--- src/rge_pkg.sv ---
// Shared types and constants of the room group exclusion arbiter.
package rge_pkg;

    localparam int ROOMS_DEF       = 8;
    localparam int TICKET_BITS_DEF = 16;

    localparam logic [1:0] FUNC_ENTER  = 2'd0;
    localparam logic [1:0] FUNC_EXIT   = 2'd1;
    localparam logic [1:0] FUNC_CHANGE = 2'd2;

    typedef struct packed {
        logic [1:0] func;
        logic [2:0] room;
    } t_req;

    typedef struct packed {
        logic [15:0] ticket;
        logic        granted_now;
        logic        last_out;
        logic        switched;
        logic        open_valid;
        logic [2:0]  open_room;
        logic [15:0] admitted_upto;
        logic        error;
    } t_rsp;

    // Broadcast from the controller to every room cell.
    typedef struct packed {
        logic inc_arr;   // target room takes one arrival
        logic admit;     // target room admits up to its arrivals
        logic inc_exit;  // open room counts one exit
        logic seed;      // search token placed on the seed cell
        logic pass;      // token moves on to the next cell
    } t_cell_cmd;

endpackage

--- src/rge_cell.sv ---
// One room cell: arrival, admitted and exit counters plus the search token stage.
module rge_cell #(
    parameter int TICKET_BITS = rge_pkg::TICKET_BITS_DEF,
    parameter int IDX_W       = 3,
    parameter int IDX         = 0
) (
    input  logic                   i_clk,
    input  logic                   i_rst_n,
    input  rge_pkg::t_cell_cmd     i_cmd,
    input  logic [IDX_W-1:0]       i_tgt_idx,
    input  logic [IDX_W-1:0]       i_open_idx,
    input  logic [IDX_W-1:0]       i_seed_idx,
    input  logic                   i_tok,
    output logic [TICKET_BITS-1:0] o_arr,
    output logic [TICKET_BITS-1:0] o_adm,
    output logic [TICKET_BITS-1:0] o_ext,
    output logic                   o_tok,
    output logic                   o_found
);
    import rge_pkg::*;

    logic [TICKET_BITS-1:0] r_arr;
    logic [TICKET_BITS-1:0] r_adm;
    logic [TICKET_BITS-1:0] r_ext;
    logic                   r_tok;
    logic [TICKET_BITS-1:0] arr_inc;
    logic [TICKET_BITS-1:0] n_arr;
    logic [TICKET_BITS-1:0] diff;
    logic                   pending;
    logic                   hit_tgt;
    logic                   hit_open;
    logic                   hit_seed;

    assign hit_tgt  = (i_tgt_idx  == IDX_W'(IDX));
    assign hit_open = (i_open_idx == IDX_W'(IDX));
    assign hit_seed = (i_seed_idx == IDX_W'(IDX));

    assign arr_inc = r_arr + TICKET_BITS'(1);
    assign n_arr   = (i_cmd.inc_arr && hit_tgt) ? arr_inc : r_arr;
    assign diff    = r_arr - r_adm;
    assign pending = (diff != '0) && !diff[TICKET_BITS-1];

    always_ff @(posedge i_clk) begin
        if (!i_rst_n) begin
            r_arr <= '0;
            r_adm <= '0;
            r_ext <= '0;
            r_tok <= 1'b0;
        end else begin
            r_arr <= n_arr;
            if (i_cmd.admit && hit_tgt) begin
                r_adm <= n_arr;
            end else if (r_tok && pending) begin
                r_adm <= r_arr;
            end
            if (i_cmd.inc_exit && hit_open) begin
                r_ext <= r_ext + TICKET_BITS'(1);
            end
            r_tok <= (i_cmd.seed && hit_seed) || (i_cmd.pass && i_tok);
        end
    end

    assign o_arr   = r_arr;
    assign o_adm   = r_adm;
    assign o_ext   = r_ext;
    assign o_tok   = r_tok && !pending;
    assign o_found = r_tok && pending;
endmodule

--- config.mk ---
export PLATFORM = sky130hd
export DESIGN_NAME = rge_cell
export DESIGN_NICKNAME = d
export VERILOG_FILES = /design/src/rge_pkg.sv /design/src/rge_cell.sv
export SDC_FILE = /design/constraint.sdc
export NUM_CORES = 1
export LEC_CHECK = 0
export BUFFER_PORTS_ARGS = -buffer_cell sky130_fd_sc_hd__buf_2
export CAP_MARGIN = 20
export CORE_AREA = 2 2 84 146
export DETAILED_ROUTE_END_ITERATION = 12
export DIE_AREA = 0 0 86 148
export GPL_TIMING_DRIVEN = 0
export PLACE_DENSITY = 0.47
export SKIP_LAST_GASP = 1
export SYNTH_ARGS = -nofsm -noshare
export SYNTH_HDL_FRONTEND = slang
export SYNTH_SLANG_ARGS = --single-unit
--- constraint.sdc ---
create_clock -name i_clk -period 7.35 [get_ports i_clk]
set_input_delay 1.47 -clock i_clk [delete_from_list [all_inputs] [get_ports i_clk]]
set_output_delay 1.47 -clock i_clk [all_outputs]
set_load 0.01 [all_outputs]
==> results of run 1 <==
-- synth_stat cells (all sizes together) (3+ instances only) --
| cell | instances | share of area |
|---|---|---|
| dfxtp | 49 | 0.29 |
| inv | 21 | 0.023 |
| nor2 | 15 | 0.017 |
| nand4 | 5 | 0.011 |
| ha | 17 | 0.063 |
| xnor2 | 21 | 0.054 |
| o211ai | 4 | 0.0089 |
| a31oi | 3 | 0.010 |
| and3 | 13 | 0.024 |
| o21a | 3 | 0.0066 |
| nor4b | 4 | 0.017 |
| o2bb2ai | 15 | 0.039 |
| nor3 | 6 | 0.0089 |
| xor2 | 12 | 0.031 |
| a21oi | 30 | 0.048 |
| a21boi | 4 | 0.0089 |
| a21o | 12 | 0.027 |
| and2 | 33 | 0.061 |
| nand3 | 17 | 0.025 |
| nand2 | 33 | 0.037 |
| clkbuf | 11 | 0.013 |
| o21ai | 29 | 0.043 |
| nor2b | 5 | 0.011 |
| and4 | 4 | 0.010 |
| or3 | 7 | 0.013 |
| buf | 6 | 0.014 |
-- worst min path at each step --
stage,start,endpoint,slack (ns)
floorplan,o_adm[11]$_SDFFE_PN0P_,o_adm[11]$_SDFFE_PN0P_,0.50
global placement,o_ext[7]$_SDFFE_PN0P_,o_ext[7]$_SDFFE_PN0P_,0.49
detailed placement,o_adm[4]$_SDFFE_PN0P_,o_adm[4]$_SDFFE_PN0P_,0.49
CTS,o_adm[5]$_SDFFE_PN0P_,o_adm[5]$_SDFFE_PN0P_,0.51
global route,o_adm[0]$_SDFFE_PN0P_,o_adm[0]$_SDFFE_PN0P_,0.52
finish,o_adm[5]$_SDFFE_PN0P_,o_adm[5]$_SDFFE_PN0P_,0.50
-- metal layers --
metal | track usage | up-vias
met2 | 0.319 | 67
met1 | 0.184 | 1545
met4 | 0.0810 | 0
met5 | 0 | -
met3 | 0.0173 | 16
li1 | - | 1631
-- logic make-up (layout without fill, tap and decap cells) --
kind of cell / Yosys count / count (layout) / share of synthesized area
and+or+nand+nor: 150 / 150 / 0.251
AOI/OAI and AO/OA: 121 / 121 / 0.250
DFF: 49 / 49 / 0.289
buffers and inverters: 38 / 112 / 0.0498
xor gates and xnor gates: 33 / 33 / 0.0852
adders and majority gates: 18 / 18 / 0.0686
muxes: 2 / 2 / 0.00590
-- power groups by stage --
stage               Combinational [W]  Sequential, W  Clock [W]
finish                      0.0000770       0.000268   0.000266
global route                0.0000834       0.000268   0.000285
CTS                         0.0000782       0.000268   0.000275
detailed placement          0.0000780       0.000274          0
global placement            0.0000780       0.000274          0
floorplan                   0.0000496       0.000274          0
-- flip-flops by register name, summed over array words and instances (netlist names) --
name,count
o_adm,16
o_arr,16
o_ext,16
r_tok,1
-- stage by stage --
step | worst slack, ns | cell area (µm²)
finish | 2.18 | 4060
global route | 1.97 | 4060
CTS | 2.16 | 4060
detailed placement | 2.52 | 3890
global placement | 2.49 | 3890
floorplan | 3.00 | 3390
-- cell type report --
cell class / count / area share
plain buffers: 17 / 0.0222
clock buffers: 5 / 0.0308
clock inverters: 3 / 0.0114
inverters: 21 / 0.0194
multi-input cells: 324 / 0.552
flip-flops and latches: 49 / 0.242
well taps: 135 / 0.0416
repair buffers: 66 / 0.0813
==> flow_metrics.env, run 1 <==
export IMPL_status="finished clean"
export IMPL_drtAntennaViolNets=0
export IMPL_cp_depth=13
export IMPL_crit_family="compound AO/OA/AOI/OAI gates"
export IMPL_grt_pass1_vias=3301
export IMPL_rsz0062_at_grt="false"
export IMPL_path_cells="inv_1 -> ha_1 -> fa_1 -> nand2b_1 -> a21oi_1 -> o311a_1 -> o31ai_1 -> a31oi_1 -> nand4_2 -> buf_4 -> buf_6 -> a21boi_0 -> buf_2"
export IMPL_power_density_mw_per_mm2=150
export IMPL_synth_area_per_cell_um2=8.25
export IMPL_floorplan_initialDensity=0.294
export IMPL_final_common_cell="buf_2"
export IMPL_cts_tree="built"
export IMPL_fillCellCount=1203
export IMPL_netlist_area_mm2=0.00339
export IMPL_die_h_um=148
export IMPL_postCtsHoldBufs=0
export IMPL_end_kind="output port"
export IMPL_power_w=0.000611
export IMPL_ff2ff_path_depth=12
export IMPL_cts_resized=0
export IMPL_cpPeakStageDelay_ns=0.42
export IMPL_hp_class="reg2reg"
export IMPL_drt_wl_total_um=10400
export IMPL_std_cell_rows=52
export IMPL_async_flop_share=0
export IMPL_seq_area_um2=981
export IMPL_synth_cells=411
export IMPL_root_buffer="clkbuf_16"
export IMPL_wl_met2_um=5780
export IMPL_slew_viol_final=0
export IMPL_die_x_um=86
export IMPL_seq_power_share=0.439
export IMPL_grt_overflow_total=0
export IMPL_reg2reg_from="o_arr[0]$_SDFF_PN0_"
export IMPL_yosys_cell_types_count=63
export IMPL_syn_nets=446
export IMPL_worstPathRequired_ns=5.88
export IMPL_peakVddDrop_mv=0.0782
export IMPL_synth_edf_count=0
export IMPL_cts_setup_buffers=0
export IMPL_whs_path_depth=1
export IMPL_clkSlewWorstSetupHoldPaths_ns=0.07
export IMPL_multi_input_area_mm2=0.00224
export IMPL_clockBufferDepth=2
export IMPL_startpoint_type="register"
export IMPL_routedWlPerCell_um=16.8
export IMPL_dpl_cell_count=612
export IMPL_grt_pass1_wl_um=17000
export IMPL_finalClockSkew_ns=0.00714
export IMPL_routabilityCongestion=0.947
export IMPL_cts_max_level=2
export IMPL_vias=3259
export IMPL_layout_drive_gt1_share=0.196
export IMPL_switching_share=0.253
export IMPL_fmax_ghz=0.194
export IMPL_synth_ff_type="dfxtp_1"
export IMPL_critPathKind="reg2out"
export IMPL_power_frac_comb=0.126
export IMPL_power_net_switching_w=0.000155
export IMPL_critPathSlowestCell="fa_1"
export IMPL_p_leak_nw=1.85
export IMPL_top_layer="met4"
export IMPL_grt_max_degree=17
export IMPL_port_buffers=66
export IMPL_clkSinkCount=49
export IMPL_avgViaCountPerCell=5.26
export IMPL_setup_tns_ns=0
export IMPL_fp_coreArea_mm2=0.0115
export IMPL_cts_made_buffers=5
export IMPL_whs_ns=0.499
export IMPL_clkPwrFrac=0.435
export IMPL_first_iter_violations=165
export IMPL_firstDrtPassIters=4
export IMPL_reg2reg_setup_slack_ns=3.91
export IMPL_endpoint="o_tok"
export IMPL_intPower_w=0.000456
export IMPL_n_antenna_cell=0
export IMPL_min_period_ns=5.17
export IMPL_maxCapViolCount=0
export IMPL_worst_pin_slew_ns=0.668
export IMPL_post_route_util=0.353
export IMPL_max_slew_margin=0.555
export IMPL_pin_count=67
export IMPL_wl_met1_um=4000
export IMPL_ys_ff_latch=49
export IMPL_yosys_warnings=0
export IMPL_cp_startpoint="o_arr[0]$_SDFF_PN0_"
export IMPL_crit_buf_inv=4
export IMPL_clock_latency_ns=0.29
export IMPL_dieArea_mm2=0.0127
export IMPL_track_usage=0.170
export IMPL_reg2reg_to="o_adm[14]$_SDFFE_PN0P_"
export IMPL_antenna_found_initial=0
export IMPL_area_delta_synth_final_pct=19.8
export IMPL_hold_violations=0
export IMPL_final_cells=620
export IMPL_final_cell_mix="68 x buf_2, 49 x dfxtp_1, 32 x and2_1, 32 x nand2_1, 29 x a21oi_1"
export IMPL_dpl_hpwl_um=8200
export IMPL_worstPathArrival_ns=3.70
export IMPL_finalSetupViolCount=0
export IMPL_fin_crit_sh=0.703
export IMPL_nNetsFinal=519
export IMPL_wl_met3_um=294
export IMPL_cp_max_fo=10
export IMPL_seq_area_frac_synth=0.289
export IMPL_drc=0
Note: power is estimated with default switching activity, not from simulation.
==> inputs of run 2 (changes only) <==
--- a/config.mk
+++ b/config.mk
@@ -5,11 +5,12 @@
 export SDC_FILE = /design/constraint.sdc
 export NUM_CORES = 1
 export LEC_CHECK = 0
+export ABC_AREA = 1
 export BUFFER_PORTS_ARGS = -buffer_cell sky130_fd_sc_hd__buf_2
 export CAP_MARGIN = 20
-export CORE_AREA = 2 2 84 146
+export CORE_AREA = 2 2 84 147
 export DETAILED_ROUTE_END_ITERATION = 12
-export DIE_AREA = 0 0 86 148
+export DIE_AREA = 0 0 86 149
 export GPL_TIMING_DRIVEN = 0
 export PLACE_DENSITY = 0.47
 export SKIP_LAST_GASP = 1
==> constraint.sdc (replaced) <==
create_clock -name i_clk -period 5.23 [get_ports i_clk]
set_input_delay 1.046 -clock i_clk [delete_from_list [all_inputs] [get_ports i_clk]]
set_output_delay 1.046 -clock i_clk [all_outputs]
set_load 0.01 [all_outputs]
==> run 2 against run 1 <==
  * Wire length down 0.17%
  * Critical path depth grew 6
  * Non-clock buffer count down 7
  * Largest power group unchanged
==> flow_metrics.env, run 2 <==
export IMPL_status="finished clean"
export IMPL_power_density_mw_per_mm2=241
export IMPL_synth_area_per_cell_um2=6.24
export IMPL_postCtsHoldBufs=0
export IMPL_n_antenna_cell=0
export IMPL_finalSetupViolCount=0
export IMPL_netlist_top_cells_area="dfxtp_1 29%, nand2_1 15%, inv_1 11%"
export IMPL_vias=3558
export IMPL_clkSinkCount=49
export IMPL_dpl_hpwl_um=8530
export IMPL_first_iter_violations=101
export IMPL_synthAdderAreaFrac=0.0677
export IMPL_fp_coreArea_mm2=0.0117
export IMPL_syn_nets=586
export IMPL_avgViaCountPerCell=4.67
export IMPL_synth_simple_area_share=0.356
export IMPL_ff2ff_path_depth=20
export IMPL_peakVddDrop_mv=0.150
export IMPL_clockBufferDepth=2
export IMPL_synth_compound_area_frac=0.113
export IMPL_grt_pass1_vias=3415
export IMPL_fmax_ghz=0.251
export IMPL_area_delta_synth_final_pct=18.7
export IMPL_cts_max_level=2
export IMPL_startpoint_type="register"
export IMPL_worst_pin_slew_ns=0.620
export IMPL_cts_tree="built"
export IMPL_worstPathRequired_ns=4.18
export IMPL_dpl_cell_area_mm2=0.00394
export IMPL_post_route_util=0.347
export IMPL_synth_area_leader_cell="dfxtp_1"
export IMPL_intPower_w=0.000657
export IMPL_whs_path_depth=2
export IMPL_end_kind="output port"
export IMPL_clkPwrFrac=0.329
export IMPL_firstDrtPassIters=4
export IMPL_final_common_cell="nand2_1"
export IMPL_power_w=0.000984
export IMPL_nNetsFinal=659
export IMPL_yosys_cell_types_count=33
export IMPL_ys_ff_latch=49
export IMPL_seq_area_frac_synth=0.286
export IMPL_track_usage=0.164
export IMPL_pin_count=67
export IMPL_synth_top_family_by_area="simple AND/OR/NAND/NOR gates"
export IMPL_finalClockSkew_ns=0.00653
export IMPL_power_net_switching_w=0.000327
export IMPL_routabilityCongestion=0.892
export IMPL_hold_violations=0
export IMPL_yosys_warnings=0
export IMPL_grt_overflow_total=0
export IMPL_synth_area_mux_share=0
export IMPL_std_cell_rows=53
export IMPL_synth_common_cells="137 x nand2_1, 105 x inv_1, 67 x nor2_1"
export IMPL_power_frac_comb=0.272
export IMPL_cp_max_fo=10
export IMPL_routedWlPerCell_um=13.6
export IMPL_root_buffer="clkbuf_16"
export IMPL_final_cell_mix="137 x nand2_1, 105 x inv_1, 67 x nor2_1, 67 x buf_2, 49 x dfxtp_1"
export IMPL_synth_ff_type="dfxtp_1"
export IMPL_cts_resized=0
export IMPL_synth_xor_area_share=0.0433
export IMPL_hp_class="reg2reg"
export IMPL_synth_cells=551
export IMPL_switching_share=0.332
export IMPL_dieArea_mm2=0.0128
export IMPL_synth_most_common_cell="nand2_1"
export IMPL_reg2reg_setup_slack_ns=2.40
export IMPL_port_buffers=66
export IMPL_drt_wl_total_um=10400
export IMPL_clock_latency_ns=0.29
export IMPL_slew_viol_final=0
export IMPL_drc=0
export IMPL_p_leak_nw=2.13
export IMPL_rsz0062_at_grt="false"
export IMPL_cts_setup_buffers=0
export IMPL_fin_crit_sh=0.761
export IMPL_grt_max_degree=15
export IMPL_synth_edf_count=0
export IMPL_reg2reg_from="o_arr[0]$_SDFF_PN0_"
export IMPL_drtAntennaViolNets=0
export IMPL_fin_area_mm2=0.00408
export IMPL_seq_power_share=0.399
export IMPL_die_x_um=86
export IMPL_min_period_ns=3.98
export IMPL_grt_pass1_wl_um=16300
export IMPL_maxCapViolCount=0
export IMPL_cts_made_buffers=5
export IMPL_timing_hold_worst_endpoint="o_ext[15]$_SDFFE_PN0P_"
export IMPL_async_flop_share=0
export IMPL_setup_tns_ns=0
export IMPL_die_h_um=149
export IMPL_reg2reg_to="o_adm[12]$_SDFFE_PN0P_"
export IMPL_layout_drive_gt1_share=0.158
export IMPL_max_slew_margin=0.587
export IMPL_floorplan_initialDensity=0.293
export IMPL_netlist_area_mm2=0.00344
export IMPL_worstHoldStart="o_ext[15]$_SDFFE_PN0P_"
export IMPL_critPathKind="reg2out"
export IMPL_antenna_found_initial=0
export IMPL_synth_top_cell_area_share=0.286
export IMPL_clkSlewWorstSetupHoldPaths_ns=0.07
export IMPL_worstPathArrival_ns=2.94
[run 2: final cells by class]
class / count / area [µm²]
fillers: 1291 / 7660
multi-input cells: 383 / 1990
flip-flops and latches: 49 / 981
inverters: 109 / 409
repair buffers: 66 / 330
well taps: 137 / 171
clock buffers: 7 / 133
plain buffers: 10 / 53.8
clock inverters: 1 / 7.51
[run 2: critical path, stage by stage, from the launching register on]
cell and delay [ns]:
dfxtp_1 0.45, inv_1 0.08, ha_1 0.22, fa_1 0.39, inv_1 0.09, nand3_1 0.08
nand2_1 0.16, nand2_1 0.09, nand2_1 0.06, nand2_1 0.04, nand2_1 0.06, nand2_1 0.05
nor2_1 0.12, nand2_1 0.08, nor2_2 0.09, nand2_2 0.08, nand3_4 0.14, buf_6 0.18
inv_1 0.04, buf_2 0.13
[run 2: how the worst max path moves through the flow]
stage / start / endpoint / slack (ns) / cells past startpoint
after floorplan: o_arr[0]$_SDFF_PN0_ / o_found / 1.98 / 16
after global placement: o_arr[0]$_SDFF_PN0_ / o_found / 1.54 / 19
after detailed placement: o_arr[0]$_SDFF_PN0_ / o_found / 1.52 / 19
after CTS: o_arr[0]$_SDFF_PN0_ / o_found / 1.19 / 19
after global routing: o_arr[0]$_SDFF_PN0_ / o_found / 0.97 / 17
final: o_arr[0]$_SDFF_PN0_ / o_found / 1.25 / 19
[run 2: metrics by stage]
step           cells  worst slack, ns  hold WS, ns
6_report         762             1.25        0.463
3_5_place_dp     754             1.52        0.457
4_1_cts          762             1.19        0.467
3_3_place_gp     754             1.54        0.454
5_1_grt          762            0.975        0.509
2_1_floorplan    551             1.98        0.483
[run 2: power by group through the flow]
stage          logic, W  clock network [W]  registers [W]
2_1_floorplan  0.000190                  0       0.000403
3_3_place_gp   0.000270                  0       0.000401
3_5_place_dp   0.000271                  0       0.000401
4_1_cts        0.000272           0.000337       0.000392
5_1_grt        0.000309           0.000345       0.000393
6_report       0.000268           0.000324       0.000392
[run 2: logic make-up after synthesis]
kind of cell    after synthesis
compound gates               69
buf+inv                     119
fa+ha+maj                    18
flops                        49
simple gates                279
xor+xnor                     17
[run 2: routing by layer]
metal | routed length [µm] | track usage | share of wire | vias to the layer above
met1 | 3870 | 0.157 | 0.37 | 1608
met5 | 0 | 0 | 0 | -
met2 | 5870 | 0.331 | 0.57 | 72
met3 | 288 | 0.0194 | 0.028 | 21
met4 | 352 | 0.0794 | 0.034 | 0
li1 | - | - | - | 1857
==> inputs of run 3 (changes only) <==
==> constraint.sdc (replaced) <==
create_clock -name i_clk -period 3.85 [get_ports i_clk]
set_input_delay 0.77 -clock i_clk [delete_from_list [all_inputs] [get_ports i_clk]]
set_output_delay 0.77 -clock i_clk [all_outputs]
set_load 0.01 [all_outputs]
==> run 3 against run 2 <==
  * Register-to-register slack got worse by 1.3 ns
  * Final cell count unchanged
  * Critical path type unchanged
  * Worst hold slack unchanged
  * Largest cell class unchanged
  * Highest routed layer unchanged
==> flow_metrics.env, run 3 (synthesis gave the netlist of run 2 again) <==
export IMPL_status="finished clean"
export IMPL_area_delta_synth_final_pct=18.9
export IMPL_clkSlewWorstSetupHoldPaths_ns=0.07
export IMPL_min_period_ns=3.60
export IMPL_layout_drive_gt1_share=0.163
export IMPL_fmax_ghz=0.278
export IMPL_grt_pass1_wl_um=16300
export IMPL_critPathSlowestCell="dfxtp_2"
export IMPL_whs_ns=0.463
export IMPL_peakVddDrop_mv=0.204
export IMPL_fin_area_mm2=0.00408
export IMPL_hold_violations=0
export IMPL_final_cell_mix="136 x nand2_1, 105 x inv_1, 67 x buf_2"
export IMPL_track_usage=0.164
export IMPL_power_density_mw_per_mm2=328
export IMPL_cts_tree="built"
export IMPL_cts_setup_buffers=0
export IMPL_worst_pin_slew_ns=0.620
export IMPL_nNetsFinal=659
export IMPL_routedWlPerCell_um=13.6
export IMPL_drtAntennaViolNets=0
export IMPL_first_iter_violations=103
export IMPL_std_cell_rows=53
export IMPL_die_h_um=149
export IMPL_port_buffers=66
export IMPL_cts_max_level=2
export IMPL_clock_latency_ns=0.29
export IMPL_crit_path_frequent_cell="nand2_1"
export IMPL_die_x_um=86
export IMPL_maxCapViolCount=0
export IMPL_slew_viol_final=0
export IMPL_dpl_cell_area_mm2=0.00394
export IMPL_fp_coreArea_mm2=0.0117
export IMPL_worstPathArrival_ns=2.83
export IMPL_cp_startpoint="o_arr[0]$_SDFF_PN0_"
export IMPL_post_route_util=0.348
export IMPL_finalClockSkew_ns=0.00654
export IMPL_max_slew_margin=0.587
export IMPL_clkSinkCount=49
export IMPL_worstPathRequired_ns=3.08
export IMPL_pin_count=67
export IMPL_critPathKind="reg2out"
export IMPL_worstHoldStart="o_ext[15]$_SDFFE_PN0P_"
export IMPL_fin_crit_sh=0.935
export IMPL_finalSetupViolCount=0
export IMPL_vias=3561
export IMPL_avgViaCountPerCell=4.67
export IMPL_root_buffer="clkbuf_16"
export IMPL_end_kind="output port"
export IMPL_grt_overflow_total=0
export IMPL_drc=0
export IMPL_cpPeakStageDelay_ns=0.39
export IMPL_crit_family="simple AND/OR/NAND/NOR gates"
export IMPL_crit_buf_inv=5
export IMPL_routabilityCongestion=0.892
export IMPL_power_w=0.00134
export IMPL_reg2reg_from="o_arr[0]$_SDFF_PN0_"
export IMPL_grt_max_degree=15
export IMPL_startpoint_type="register"
export IMPL_n_antenna_cell=0
export IMPL_fillCellCount=1287
export IMPL_dpl_hpwl_um=8530
export IMPL_firstDrtPassIters=4
export IMPL_clockBufferDepth=2
export IMPL_final_common_cell="nand2_1"
export IMPL_antenna_found_initial=0
export IMPL_p_leak_nw=2.13
export IMPL_grt_pass1_vias=3415
export IMPL_path_cells="inv_1 -> ha_1 -> fa_1 -> inv_1 -> nand3_1 -> nand2_2 -> nand2_1 -> nand2_1 -> nand2_1 -> nand2_1 -> nand2_1 -> nor2_1 -> nand2_1 -> nor2_2 -> nand2_2 -> nand3_4 -> buf_6 -> inv_1 -> buf_2"
export IMPL_floorplan_initialDensity=0.293
export IMPL_setup_tns_ns=0
export IMPL_cts_made_buffers=5
export IMPL_drt_wl_total_um=10400
export IMPL_dieArea_mm2=0.0128
export IMPL_cp_max_fo=10
export IMPL_rsz0062_at_grt="false"
export IMPL_hp_class="reg2reg"
## run 3: cell counts in the layout (fill, tap and decap cells not counted)
Identical to the previous run, type by type.
## run 3: repair_timing
| item | 4_1_cts | 5_1_grt |
|---|---|---|
| setup endpoints to repair | 0 | 2 |
| resized for setup | 0 | 3 |
| hold buffers | 0 | 0 |
## run 3: worst register-to-register path, cell delays in order (launching register included)
cell	delay [ns]
dfxtp_2	0.39
inv_1	0.06
ha_1	0.22
fa_1	0.39
inv_1	0.09
nand3_1	0.10
nand2_2	0.13
nand2_1	0.07
nand2_1	0.06
nand2_1	0.04
nand2_1	0.06
nand2_1	0.05
nor2_1	0.12
nand2_1	0.08
nor2_2	0.09
nand2_2	0.08
nand3_4	0.14
nand2_4	0.10
buf_6	0.17
nand2_1	0.09
a21oi_2	0.05
## run 3: worst paths after layout
path,endpoint,slack [ns],cells past startpoint
hold / removal,o_ext[15]$_SDFFE_PN0P_,0.46,2
setup / recovery,o_found,0.25,19
hold reg to reg,o_ext[15]$_SDFFE_PN0P_,0.46,2
setup reg to reg,o_adm[12]$_SDFFE_PN0P_,1.13,20
## run 3: through the flow
stage	worst slack, ns	cells
floorplan	0.878	551
global placement	0.439	754
detailed placement	0.420	754
CTS	0.0880	762
global route	0.00484	762
finish	0.249	762
## run 3: cell type report
cell class                      count  area, µm²  area share
Buffer                             10       53.8      0.0132
Clock buffer                        7        133      0.0325
Clock inverter                      1       7.51     0.00184
Inverter                          109        409       0.100
Multi-Input combinational cell    383       2000       0.489
Sequential cell                    49        982       0.241
Tap cell                          137        171      0.0420
Timing Repair Buffer               66        330      0.0809
## run 3: metal layers
metal,vias to the layer above,global-route usage,wire length (µm)
met5,-,0,0
met4,0,0.0794,359
met3,21,0.0194,287
met2,72,0.331,5850
met1,1610,0.157,3870
li1,1858,-,-
## run 3: power by group
group	switching [W]	total (W)	leakage, nW	internal, W
Combinational	0.000236	0.000367	1.67	0.000131
Sequential	0.0000123	0.000533	0.396	0.000521
Clock	0.000197	0.000439	0.0641	0.000242
Total	0.000445	0.00134	2.13	0.000893
